===== src/design/wsd_pkg.sv =====
// ----------------------------------------------------------------------------
// wsd_pkg
// Shared codes, widths and types of the work-stealing task dispatcher.
// ----------------------------------------------------------------------------
package wsd_pkg;

  localparam int WID_W  = 6;   // worker index field
  localparam int CNT_W  = 7;   // worker counts
  localparam int TASK_W = 16;  // task handle
  localparam int CFG_AW = 1;
  localparam int CFG_DW = 7;

  typedef enum logic [2:0] {
    MODE_SUBMIT    = 3'd0,
    MODE_TAKE      = 3'd1,
    MODE_COMPLETE  = 3'd2,
    MODE_BLK_BEGIN = 3'd3,
    MODE_BLK_END   = 3'd4
  } mode_t;

  typedef enum logic [1:0] {
    ST_OK    = 2'd0,
    ST_EMPTY = 2'd1,
    ST_FULL  = 2'd2,
    ST_NONE  = 2'd3
  } status_t;

  localparam logic [CFG_AW-1:0] REG_INIT_WORKERS = 1'b0;
  localparam logic [CFG_AW-1:0] REG_POOL_STARTED = 1'b1;

  // Control strobes from the sequencer to the queue storage
  typedef struct packed {
    logic meta_rd;
    logic meta_wr;
    logic store_rd;
    logic store_wr;
  } qctl_t;

endpackage


===== src/design/wsd_rem_unit.sv =====
// ----------------------------------------------------------------------------
// wsd_rem_unit
// Bit-serial remainder of a worker index by the active worker count.
// ----------------------------------------------------------------------------
module wsd_rem_unit (
  input  logic                      clk,
  input  logic                      rst,
  input  logic                      go,
  input  logic [wsd_pkg::WID_W-1:0] dividend,
  input  logic [wsd_pkg::CNT_W-1:0] divisor,
  output logic                      done,
  output logic [wsd_pkg::WID_W-1:0] rem
);
  import wsd_pkg::*;

  localparam int STEP_W = $clog2(WID_W + 1);

  logic [CNT_W-1:0]  part;
  logic [WID_W-1:0]  bits;
  logic [STEP_W-1:0] steps;
  logic [CNT_W-1:0]  trial;

  // One restoring step: shift in the next dividend bit, subtract if it fits
  assign trial = {part[WID_W-1:0], bits[WID_W-1]};

  always_ff @(posedge clk) begin
    if (rst) begin
      steps <= '0;
      done  <= 1'b0;
    end else begin
      done <= !go && (steps == STEP_W'(1));
      if (go) begin
        steps <= STEP_W'(WID_W);
        part  <= '0;
        bits  <= dividend;
      end else if (steps != '0) begin
        part  <= (trial >= divisor) ? trial - divisor : trial;
        bits  <= {bits[WID_W-2:0], 1'b0};
        steps <= steps - 1'b1;
      end
    end
  end

  assign rem = part[WID_W-1:0];

endmodule


===== config.mk =====
export PLATFORM = sky130hd
export DESIGN_NAME = wsd_rem_unit
export DESIGN_NICKNAME = d
export VERILOG_FILES = /design/src/design/wsd_pkg.sv /design/src/design/wsd_rem_unit.sv
export SDC_FILE = /design/constraint.sdc
export NUM_CORES = 1
export LEC_CHECK = 0
export BUFFER_PORTS_ARGS = -buffer_cell sky130_fd_sc_hd__buf_2
export CAP_MARGIN = 20
export CORE_MARGIN = 1
export CORE_UTILIZATION = 39
export CTS_CLUSTER_DIAMETER = 40
export DETAILED_ROUTE_END_ITERATION = 12
export GPL_TIMING_DRIVEN = 0
export PLACE_DENSITY = 0.6
export SYNTH_ARGS = -nofsm -noshare
export SYNTH_HDL_FRONTEND = slang
export SYNTH_SLANG_ARGS = --single-unit

===== constraint.sdc =====
create_clock -name clk -period 2.31 [get_ports clk]
set_input_delay 0.231 -clock clk [delete_from_list [all_inputs] [get_ports clk]]
set_output_delay 0.231 -clock clk [all_outputs]
set_load 0.1 [all_outputs]

Yosys cells after proc, flatten, opt, wreduce, memory -nomap -nowiden --
Index checks and enable logic that the tools add are counted.
Operators by class: add/sub/neg operators 2, bitwise logic cells 1, muxes and demuxes 6, magnitude comparators 1, equal/unequal tests 1, reductions and logical operators 6
Operators with widths (count):
- 2-to-1 mux 6 bit | 4
- greater-or-equal comparator 7 bit | 1
- 2-to-1 mux 3 bit | 2
- subtractor 6 bit | 1
- equality test 3 x 1 -> 1 bit (second input constant) | 1
- nonzero test 3 bit | 1
- subtractor 3 x 1 -> 3 bit (second input constant) | 1
- AND reduction 2 bit | 1
- nonzero test 2 bit | 1
- OR reduction 2 bit | 1
- logical AND 1 bit | 1
- logical NOT 1 bit | 1
- inverter 1 bit | 1
Word-level totals: flip-flop bits (word level) 16, output and inout bits 7

Longest topological paths before layout --
Gate-level depths: netlist (run 1).
word-level depth 3, depth in mapped cells 8, mapped depth without buffers 8

Worst setup path after synthesis (run 1) --
Ideal clock, no wire load.
kind register -> register, start point register part[0], end point register part[5] (data pin), clock period less this slack 2.382 ns, cell stages (with the launch flop) 7, data required time 2.046 ns, setup slack -0.072 ns, library setup time 0.264 ns, arrival time 2.117 ns, cells stage by stage edfxtp_1 -> ha_1 -> nor2b_4 -> o31a_1 -> o21a_1 -> nor3_1 -> o41ai_2
Between the ends: longest elaborated chain between the ends 3, elaborated cells between the ends (all ways) 4
Ends and longest elaborated chain:
- from (decl) | RTL line wsd_rem_unit.sv:18 | logic [CNT_W-1:0] part;
- from (signal assigned) | RTL line wsd_rem_unit.sv:37 | part <= (trial >= divisor) ? trial - divisor : trial;
- subtractor 6 bit / greater-or-equal comparator 7 bit (equally long branches) | RTL line wsd_rem_unit.sv:37
- 2-to-1 mux 6 bit * | RTL line wsd_rem_unit.sv:37
- 2-to-1 mux 6 bit * | RTL line wsd_rem_unit.sv:36 | end else if (steps != '0) begin
Every way passes the cells marked *; elsewhere a longest branch is shown, timed or not. The select of a mux whose other input is x is not followed. A chain may end at the register's enable or synchronous reset.

Final worst setup path (run 1) --
Ends and elaborated chain as after synthesis.

==> metrics.log, run 1 <==
[metrics] growth of design area from synthesis to finish: 19.8%
[metrics] capture point of the worst reg-to-reg path: part[5]
[metrics] reg-to-reg setup timing slack: roughly 0.44 ns
[metrics] mean post-synth cell area: around 11 µm²
[metrics] reg-to-reg critical path startpoint: part[0]
[metrics] Ports: 23
[metrics] run status: finished clean
[metrics] final routed wire length divided by cell count: ~12 µm
[metrics] Detailed Route WL: 1780 µm
[metrics] global-route usage over all layers: 0.146
[metrics] CTS tree: yes
[metrics] Die X: 53.0 µm
[metrics] layout net count: roughly 150
[metrics] Maximum Capacitance Violations: 0
[metrics] share of total power in sequential cells: 0.428
[metrics] critical path type: reg2reg
[metrics] clock buffers created by TritonCTS: 3
[metrics] hold buffer count at cts: 0
[metrics] Final TNS setup: 0 ns
[metrics] Req. time, crit path: about 2.4 ns
[metrics] number of vias per cell after detailed routing: 4.94
[metrics] total power after layout: ~850 µW
[metrics] total clock sinks: 16
[metrics] net count after synthesis: between 100 and 150
[metrics] cell internal power dissipation: about 530 µW
[metrics] area used by sequential logic in the layout: roughly 440 µm²
[metrics] worst-case headroom to the max-slew limit: 0.638
[metrics] initial core utilization: 0.410
[metrics] clock-pin slew on the worst setup and hold paths: about 0.090 ns
[metrics] Leakage Power: between 0.0005 and 0.0006 µW
[metrics] proportion of netlist area held by the largest area contributor: 0.355
[metrics] total vias in the final route: 746
[metrics] die span in y: 53.0 µm
[metrics] Cells on Worst Hold Path: 2
[metrics] filler instances: roughly 250
[metrics] antenna diode instance count: 0
[metrics] final hold violation count: 0
[metrics] Yosys cell types: 33
[metrics] clock share of power: 0.183
[metrics] final setup fails: 0
[metrics] endpoint of the worst setup timing path: part[5]
[metrics] transition at the pin with the smallest max-transition slack: between 0.5 and 0.6 ns
[metrics] f_max: approximately 540 MHz
[metrics] total placed cells including tap cells: between 100 and 150
[metrics] setup repair after global routing missed its margin: no
[metrics] pins over their slew limit: 0
[metrics] remaining design rule violation count: 0
[metrics] leading area contributor after synthesis: edfxtp_1
[metrics] initial antenna violation count: 0
[metrics] overall overflow remaining after global route: 0
[metrics] net switching power of the design: 318 µW
[metrics] hold crit path type: in2reg
[metrics] area of the placeable core: roughly 0.0025 mm²
[metrics] post-layout instance area: about 0.0012 mm²
[metrics] biggest area contributors in the synthesized netlist: edfxtp_1 (35%), ha_1 (12%), dfxtp_1 (7.9%), mux2_2 (5.5%), inv_1 (4.4%)
[metrics] flops & latches, synth: 16
[metrics] Detailed Routing Iterations Pass 1: 4
[metrics] register area share after synthesis: 0.433
[metrics] commonest register cell after synthesis: edfxtp_1
[metrics] hold path startpoint: rst
[metrics] gate count after technology mapping: 95
[metrics] CTS H-tree depth: 1
[metrics] wire length of the first global-routing pass: 2890 µm
[metrics] total placed instance area: between 0.001 and 0.0015 mm²
[metrics] Finished Layout Cells: about 150
[metrics] area taken by multi-input logic gates: between 500 and 600 µm²
[metrics] Critical Path AT: about 2.0 ns
[metrics] Antenna Violating Nets Remaining: 0
[metrics] DP HPWL: ~1400 µm
[metrics] global placement routability congestion: about 0.73
[metrics] count of flip-flops with a built-in enable after synthesis: 12
[metrics] combinational share of power: 0.389
[metrics] master cell of the clock root buffer: clkbuf_4
[metrics] total number of placement rows: 18
[metrics] async set-or-reset flop fraction in the synthesized netlist: 0
[metrics] Power per Cell Area: around 700 mW/mm²
[metrics] final worst path period need: 1.87 ns
[metrics] buffer levels on the longest clock path: 2
[metrics] number of global-route vias before repair: between 600 and 700
[metrics] synthesis warning total: 0
[metrics] layout cells sized above 1: 0.298
[metrics] period utilization: 0.809
[metrics] Worst Path Max Fanout: 3
[metrics] post-CTS setup buffers: 0
[metrics] clock tree skew after final layout: 0.00271 ns
[metrics] leading cell types by count after synthesis: edfxtp_1 (12), inv_1 (12), ha_1 (10), a21oi_1 (8), mux2_2 (5)
[metrics] Setup crit end kind: register
[metrics] switching share of total power: 0.374
[metrics] kind of start point of the critical path: register
[metrics] worst reg-to-reg path cell count: 6
[metrics] latest clock arrival within the worst-skew pair: roughly 0.29 ns
[metrics] worst vdd ir: 423 µV
[metrics] Port Buf Inserts: 21
[metrics] overall die area: between 0.002 and 0.003 mm²
[metrics] final design utilization: 0.491
[metrics] Crit. Startpoint: part[0]
[metrics] number of cells upsized or downsized after cts: 0
[metrics] Initial DRC Count: 11
[metrics] pin count of the biggest net entering global routing: 11
[metrics] post-synthesis cell area: 0.00102 mm²
[worst min-delay path by stage]
stage	slack, ns	to
floorplan	0.30	steps[2]
global placement	0.46	steps[1]
detailed placement	0.47	steps[2]
CTS	0.15	steps[1]
global route	0.16	steps[1]
finish	0.15	steps[1]
[layout by cell type (no fill, tap or decap), types with 2 or more instances in the layout]
cell type and count:
a211oi_1 2, a21oi_1 8, and2_1 2, buf_2 22, clkbuf_1 2, clkbuf_4 3
dfxtp_1 4, edfxtp_1 12, ha_1 8, ha_4 2, inv_1 12, mux2_2 5
mux2i_1 2, nand2_1 4, nand3_1 2, nor2_1 4, nor2b_1 2, nor3_1 2
o21a_1 3, o21ai_0 3, xor2_1 2
[logic make-up (layout without fill, tap and decap cells)]
group | Yosys count | after routing | synth area share
AOI/OAI and AO/OA | 23 | 23 | 0.150
buffers and inverters | 15 | 41 | 0.0640
adders and majority gates | 11 | 11 | 0.143
xor gates and xnor gates | 3 | 3 | 0.0259
and+or+nand+nor | 20 | 20 | 0.108
DFF | 16 | 16 | 0.434
muxes | 7 | 7 | 0.0751
[registers in the layout, indices dropped and copies added, names as in the netlist]
signal and count:
done 1, bits 6, part 6, steps 3
[cell type report]
type	instances	share of cell area
plain buffers	3	0.0164
clock buffers	4	0.0216
inverters	12	0.0370
multi-input cells	64	0.440
flip-flops and latches	16	0.362
well taps	30	0.0308
repair buffers	22	0.0925
[critical path, cell delays in order (launching register included)]
cell and delay (ns):
edfxtp_1 0.43, ha_1 0.33, nor2b_4 0.13, o31a_1 0.25, o21a_1 0.19, o21a_1 0.17
o41ai_2 0.19
[power groups by stage]
stage / Clock [µW] / Sequential (µW) / Combinational (µW)
finish: 156 / 364 / 331
global route: 170 / 368 / 361
CTS: 160 / 364 / 335
detailed placement: 0 / 370 / 334
global placement: 0 / 370 / 325
floorplan: 0 / 463 / 174
[through the flow]
step	worst slack [ns]	hold WS, ns
floorplan	-0.0613	0.300
detailed placement	0.309	0.467
global route	0.316	0.162
global placement	0.0316	0.459
finish	0.441	0.154
CTS	0.418	0.155
[layer usage]
layer / track usage / routed length [µm]
met5: 0 / 0
met4: 0.0789 / 45
met3: 0.0259 / 52
met2: 0.241 / 818
met1: 0.178 / 858
Note: power is estimated with default switching activity, not from simulation.
==> run 2: changes to the inputs <==
--- a/config.mk
+++ b/config.mk
@@ -12,7 +12,7 @@
 export CTS_CLUSTER_DIAMETER = 40
 export DETAILED_ROUTE_END_ITERATION = 12
 export GPL_TIMING_DRIVEN = 0
-export PLACE_DENSITY = 0.6
+export PLACE_DENSITY = 0.62
 export SYNTH_ARGS = -nofsm -noshare
 export SYNTH_HDL_FRONTEND = slang
 export SYNTH_SLANG_ARGS = --single-unit
==> constraint.sdc (replaced) <==
create_clock -name clk -period 1.7 [get_ports clk]
set_input_delay 0.17 -clock clk [delete_from_list [all_inputs] [get_ports clk]]
set_output_delay 0.17 -clock clk [all_outputs]
set_load 0.1 [all_outputs]
==> run 2 against run 1 <==
Against the previous run: die area is the same; the run now ends with negative setup slack left; fmax increased by 4.3%; non-clock buffer count up 14; global-route usage increased by 2.8 points; first-iteration DRC count shrank 18%; final area grew 19%; combinational power rose by 83%.
==> metrics.log, run 2 (synthesized netlist as in run 1, its figures left out) <==
[metrics] run status: finished, violations left (was finished clean)
[metrics] violations in the final reports: negative setup slack
[metrics] Leakage Power: 0.000629 µW (was 0.000554 µW)
[metrics] f_max: 558 MHz (was 535 MHz)
[metrics] initial core utilization: 0.410 (unchanged)
[metrics] critical path buffer and inverter count: 0 (unchanged)
[metrics] final setup fails: 4 (was 0)
[metrics] period utilization: 1.05 (was 0.809)
[metrics] hold crit path type: in2reg (unchanged)
[metrics] setup slack of the critical path after layout: -0.0916 ns (was 0.441 ns)
[metrics] Maximum Capacitance Violations: 0 (unchanged)
[metrics] Req. time, crit path: 1.80 ns (was 2.42 ns)
[metrics] kind of start point of the critical path: register (unchanged)
[metrics] final worst path period need: 1.79 ns (was 1.87 ns)
[metrics] growth of design area from synthesis to finish: 43.1% (was 19.8%)
[metrics] Top Family by Delay on Critical Path: compound AO/OA/AOI/OAI gates (unchanged)
[metrics] overall overflow remaining after global route: 0 (unchanged)
[metrics] Detailed Route WL: 2200 µm (was 1780 µm)
[metrics] CTS tree: yes (unchanged)
[metrics] Setup crit end kind: register (unchanged)
[metrics] global-route usage over all layers: 0.174 (was 0.146)
[metrics] Ports: 23 (unchanged)
[metrics] overall die area: 0.00281 mm² (unchanged)
[metrics] Finished Layout Cells: 165 (was 151)
[metrics] setup repair after global routing missed its margin: yes (was no)
[metrics] transition at the pin with the smallest max-transition slack: 0.487 ns (was 0.543 ns)
[metrics] total clock sinks: 16 (unchanged)
[metrics] initial antenna violation count: 0 (unchanged)
[metrics] Placement Setup Slack: -0.160 ns (was 0.309 ns)
[metrics] most frequent cells in the layout: buf_2 (22), buf_4 (15), edfxtp_1 (12) (was buf_2 (22), inv_1 (12), edfxtp_1 (12))
[metrics] final hold violation count: 0 (unchanged)
[metrics] total placed cells including tap cells: 146 (was 147)
[metrics] buffer levels on the longest clock path: 2 (unchanged)
[metrics] area of the placeable core: 0.00248 mm² (unchanged)
[metrics] final routed wire length divided by cell count: 13.4 µm (was 11.8 µm)
[metrics] global placement routability congestion: 0.765 (was 0.733)
[metrics] number of vias per cell after detailed routing: 5.01 (was 4.94)
[metrics] master cell of the clock root buffer: clkbuf_4 (unchanged)
[metrics] layout cells sized above 1: 0.533 (was 0.298)
[metrics] leading cell type in the layout, fill and taps excluded: buf_2 (unchanged)
[metrics] Detailed Routing Iterations Pass 1: 4 (unchanged)
[metrics] clock-pin slew on the worst setup and hold paths: 0.09 ns (about the same)
[metrics] Critical-path top delay cell: edfxtp_1 (unchanged)
[metrics] antenna diode instance count: 0 (unchanged)
[metrics] largest registers: bits x6, part x6, steps x3 (unchanged)
[metrics] pin count of the biggest net entering global routing: 13 (was 11)
[metrics] die span in y: 53.0 µm (unchanged)
[metrics] critical-path cell list: ha_4 > nor2b_4 > o31a_1 > o21a_1 > o21a_1 > o41ai_2 (was ha_1 > nor2b_4 > o31a_1 > o21a_1 > o21a_1 > o41ai_2)
[metrics] Port Buf Inserts: 21 (unchanged)
[metrics] clock tree skew after final layout: 0.00514 ns (was 0.00271 ns)
[metrics] Die X: 53.0 µm (unchanged)
[metrics] DP HPWL: 1460 µm (was 1400 µm)
[metrics] clock buffers created by TritonCTS: 3 (unchanged)
[metrics] Initial DRC Count: 9 (was 11)
[metrics] critical path type: reg2reg (unchanged)
[metrics] Antenna Violating Nets Remaining: 0 (unchanged)
[metrics] hold buffer count at cts: 0 (unchanged)
[metrics] total number of placement rows: 18 (unchanged)
[metrics] worst-case headroom to the max-slew limit: 0.678 (was 0.638)
[metrics] total vias in the final route: 827 (was 746)
[metrics] worst vdd ir: 546 µV (was 423 µV)
[metrics] Power per Cell Area: 897 mW/mm² (was 698 mW/mm²)
[metrics] Critical Path AT: 1.90 ns (was 1.98 ns)
[metrics] layout net count: 163 (was 149)
[metrics] CTS H-tree depth: 1 (unchanged)
[metrics] worst hold slack across all endpoints: 0.138 ns (was 0.154 ns)
[metrics] number of global-route vias before repair: 839 (was 684)
[metrics] wire length of the first global-routing pass: 3530 µm (was 2890 µm)
[metrics] reg-to-reg setup timing slack: -0.09 ns (was 0.44 ns)
[metrics] CP dominant cell by count: o21a_1 (unchanged)
[metrics] latest clock arrival within the worst-skew pair: 0.28 ns (was 0.29 ns)
[metrics] delay of the slowest cell on the worst path: 0.45 ns (was 0.43 ns)
[metrics] total power after layout: 1300 µW (was 850 µW)
[metrics] pins over their slew limit: 0 (unchanged)
[metrics] remaining design rule violation count: 0 (unchanged)
[metrics] Worst Path Max Fanout: 2 (was 3)
==> run 2: layout make-up <==
| class | count | area, µm² |
|---|---|---|
| clock inverters | 1 | 3.75 |
| repair buffers | 36 | 218 |
| well taps | 30 | 37.5 |
| multi-input cells | 64 | 667 |
| fillers | 215 | 1020 |
| flip-flops and latches | 16 | 440 |
| clock buffers | 3 | 22.5 |
| plain buffers | 3 | 20.0 |
| inverters | 12 | 45.0 |
==> run 2: what timing repair did <==
item / 4_1_cts / 5_1_grt
setup buffers: 8 / 7
endpoints found under the setup margin: 6 / 18
cloned: 0 / 0
resized for setup: 11 / 10
pin swaps: 7 / 12
==> run 2: per-stage QoR <==
step | utilization | setup TNS (ns) | area, µm²
5_1_grt | 0.587 | -0.706 | 1450
3_5_place_dp | 0.487 | -2.26 | 1210
3_3_place_gp | 0.487 | -2.08 | 1210
6_report | 0.587 | -0.213 | 1450
4_1_cts | 0.548 | -0.282 | 1360
2_1_floorplan | - | -3.20 | 1060
==> run 2: power breakdown <==
part	switching (µW)	total, µW	leakage [µW]	internal, µW
sequential	29.4	498	0.000151	469
clock	116	201	0.0000154	85.1
combinational	346	605	0.000463	258
==> run 2: layer usage <==
layer	share of wire	GRT usage	up-vias
li1	-	-	422
met1	0.43	0.194	380
met2	0.51	0.323	21
met3	0.043	0.0316	4
met4	0.011	0.0614	0
met5	0	0	-
==> run 2: worst paths after layout <==
check | from | cells after the start | to
max reg2reg | part[0] | 6 | part[5]
min reg2reg | steps[0] | 1 | done
min | rst | 2 | steps[1]
max | part[0] | 6 | part[5]
==> run 3: changes to the inputs <==
--- a/config.mk
+++ b/config.mk
@@ -11,8 +11,7 @@
 export CORE_UTILIZATION = 39
 export CTS_CLUSTER_DIAMETER = 40
 export DETAILED_ROUTE_END_ITERATION = 12
-export GPL_TIMING_DRIVEN = 0
-export PLACE_DENSITY = 0.62
+export GPL_TIMING_DRIVEN = 1
 export SYNTH_ARGS = -nofsm -noshare
 export SYNTH_HDL_FRONTEND = slang
 export SYNTH_SLANG_ARGS = --single-unit
==> run 3 against run 2 <==
Against the previous run: global-route usage shrank 0.80 points; largest cell class unchanged; utilization grew 0.71 points; register-to-register slack is essentially flat; highest routed layer unchanged; flip-flop and latch count is the same; the run still ends with negative setup slack left; die area is the same.
==> metrics.log, run 3 (synthesized netlist as in run 1, its figures left out) <==
[metrics] Top Family by Delay on Critical Path: compound AO/OA/AOI/OAI gates (unchanged)
[metrics] Setup crit end kind: register (unchanged)
[metrics] worst vdd ir: 550 µV (was 546 µV)
[metrics] overall die area: 0.00281 mm² (unchanged)
[metrics] layout net count: 168 (was 163)
[metrics] CTS H-tree depth: 1 (unchanged)
[metrics] violations in the final reports: negative setup slack (unchanged)
[metrics] Antenna Violating Nets Remaining: 0 (unchanged)
[metrics] delay of the slowest cell on the worst path: 0.47 ns (was 0.45 ns)
[metrics] CP dominant cell by count: o21a_1 (unchanged)
[metrics] number of global-route vias before repair: 799 (was 839)
[metrics] Leakage Power: 0.000655 µW (was 0.000629 µW)
[metrics] Port Buf Inserts: 22 (was 21)
[metrics] Critical-path top delay cell: edfxtp_1 (unchanged)
[metrics] run status: finished, violations left (unchanged)
[metrics] number of vias per cell after detailed routing: 5.12 (was 5.01)
[metrics] Ports: 23 (unchanged)
[metrics] die span in y: 53.0 µm (unchanged)
[metrics] growth of design area from synthesis to finish: 44.8% (was 43.1%)
[metrics] Cells on Worst Hold Path: 2 (unchanged)
[metrics] filler instances: 240 (was 215)
[metrics] setup slack of the critical path after layout: -0.0811 ns (was -0.0916 ns)
[metrics] reg-to-reg setup timing slack: -0.08 ns (was -0.09 ns)
[metrics] Req. time, crit path: 1.82 ns (was 1.80 ns)
[metrics] period utilization: 1.05 (about the same)
[metrics] critical-path cell list: ha_4 > nor2b_4 > o31a_1 > o21a_1 > o21a_1 > o41ai_2 (unchanged)
[metrics] Final TNS setup: -0.187 ns (was -0.213 ns)
[metrics] f_max: 561 MHz (was 558 MHz)
[metrics] global-route usage over all layers: 0.166 (was 0.174)
[metrics] Maximum Capacitance Violations: 0 (unchanged)
[metrics] setup repair after global routing missed its margin: yes (unchanged)
[metrics] Detailed Route WL: 2110 µm (was 2200 µm)
[metrics] leading cell type in the layout, fill and taps excluded: buf_2 (unchanged)
[metrics] hold crit path type: in2reg (unchanged)
[metrics] clock tree skew after final layout: 0.00724 ns (was 0.00514 ns)
[metrics] total clock sinks: 16 (unchanged)
[metrics] Worst Path Max Fanout: 2 (unchanged)
[metrics] remaining design rule violation count: 0 (unchanged)
[metrics] reg-to-reg critical path startpoint: part[0] (unchanged)
[metrics] critical path type: reg2reg (unchanged)
[metrics] worst-case headroom to the max-slew limit: 0.672 (was 0.678)
[metrics] most frequent cells in the layout: buf_2 (22), buf_4 (18), edfxtp_1 (12) (was buf_2 (22), buf_4 (15), edfxtp_1 (12))
[metrics] Power per Cell Area: 894 mW/mm² (was 897 mW/mm²)
[metrics] Finished Layout Cells: 170 (was 165)
[metrics] final routed wire length divided by cell count: 12.4 µm (was 13.4 µm)
[metrics] Die X: 53.0 µm (unchanged)
[metrics] total vias in the final route: 870 (was 827)
[metrics] worst hold slack across all endpoints: 0.124 ns (was 0.138 ns)
[metrics] antenna diode instance count: 0 (unchanged)
[metrics] Initial DRC Count: 1 (was 9)
[metrics] area of the placeable core: 0.00248 mm² (unchanged)
[metrics] worst reg-to-reg path cell count: 6 (unchanged)
[metrics] global placement routability congestion: 0.760 (was 0.765)
[metrics] clock buffers created by TritonCTS: 3 (unchanged)
[metrics] total number of placement rows: 18 (unchanged)
[metrics] initial core utilization: 0.410 (unchanged)
[metrics] wire length of the first global-routing pass: 3300 µm (was 3530 µm)
[metrics] transition at the pin with the smallest max-transition slack: 0.495 ns (was 0.487 ns)
[metrics] layout cells sized above 1: 0.529 (was 0.533)
[metrics] final design utilization: 0.594 (was 0.587)
[metrics] master cell of the clock root buffer: clkbuf_4 (unchanged)
[metrics] capture point of the worst reg-to-reg path: part[5] (unchanged)
[metrics] pin count of the biggest net entering global routing: 15 (was 13)
[metrics] CTS tree: yes (unchanged)
[metrics] DP HPWL: 1610 µm (was 1460 µm)
[metrics] number of gates on the worst path with buffers counted: 6 (unchanged)
[metrics] initial antenna violation count: 0 (unchanged)
[metrics] Crit. Startpoint: part[0] (unchanged)
[metrics] clock-pin slew on the worst setup and hold paths: 0.10 ns (was 0.09 ns)
[metrics] latest clock arrival within the worst-skew pair: 0.28 ns (about the same)
[metrics] overall overflow remaining after global route: 0 (unchanged)
[metrics] hold buffer count at cts: 0 (unchanged)
[metrics] buffer levels on the longest clock path: 2 (unchanged)
[metrics] pins over their slew limit: 0 (unchanged)
[metrics] largest registers: bits x6, part x6, steps x3 (unchanged)
[metrics] critical path buffer and inverter count: 0 (unchanged)
[metrics] endpoint of the worst setup timing path: part[5] (unchanged)
[metrics] final worst path period need: 1.78 ns (was 1.79 ns)
[metrics] Critical Path AT: 1.90 ns (about the same)
[metrics] final setup fails: 4 (unchanged)
[metrics] final hold violation count: 0 (unchanged)
[metrics] kind of start point of the critical path: register (unchanged)
[metrics] total placed cells including tap cells: 161 (was 146)
[metrics] Detailed Routing Iterations Pass 1: 3 (was 4)
==> run 3: area by class of cell <==
class,instances,area [µm²],share of cell area
well taps,30,37.5,0.0255
clock inverters,1,3.75,0.00255
flip-flops and latches,16,440,0.299
multi-input cells,64,629,0.428
clock buffers,3,22.5,0.0153
inverters,12,47.5,0.0323
repair buffers,44,290,0.197
==> run 3: repair_timing <==
item / 4_1_cts / 5_1_grt
buffers inserted: 4 / 1
pin swaps: 11 / 8
endpoints found under the setup margin: 6 / 6
gates resized for setup: 14 / 6
==> run 3: metrics by stage <==
stage               total power [µW]  setup WS [ns]  instance area, µm²
floorplan                        879         -0.671                1060
global placement                1020        -0.0717                1320
detailed placement              1030         -0.128                1320
CTS                             1300        -0.0921                1430
global route                    1390         -0.149                1470
finish                          1320        -0.0811                1470
==> run 3: how the worst min path moves through the flow <==
stage                     endpoint  from
after floorplan           steps[2]   rst
final                     steps[2]   rst
after global placement    steps[1]   rst
after detailed placement  steps[1]   rst
after CTS                 steps[1]   rst
after global routing      steps[1]   rst
==> run 3: power breakdown <==
part,switching [µW],internal (µW)
registers,26.0,469
clock network,123,85.2
logic,338,274
==> run 3: worst reg2reg max path, stage by stage, from the launching register on <==
cell and delay (ns):
edfxtp_1 0.47, ha_4 0.25, nor2b_4 0.12, o31a_1 0.24, o21a_1 0.18, o21a_1 0.17
o41ai_2 0.18
==> run 3: routing by layer <==
layer	routed length, µm	track usage
met1	938	0.192
met2	1090	0.300
met3	62	0.0345
met4	12	0.0526
met5	0	0
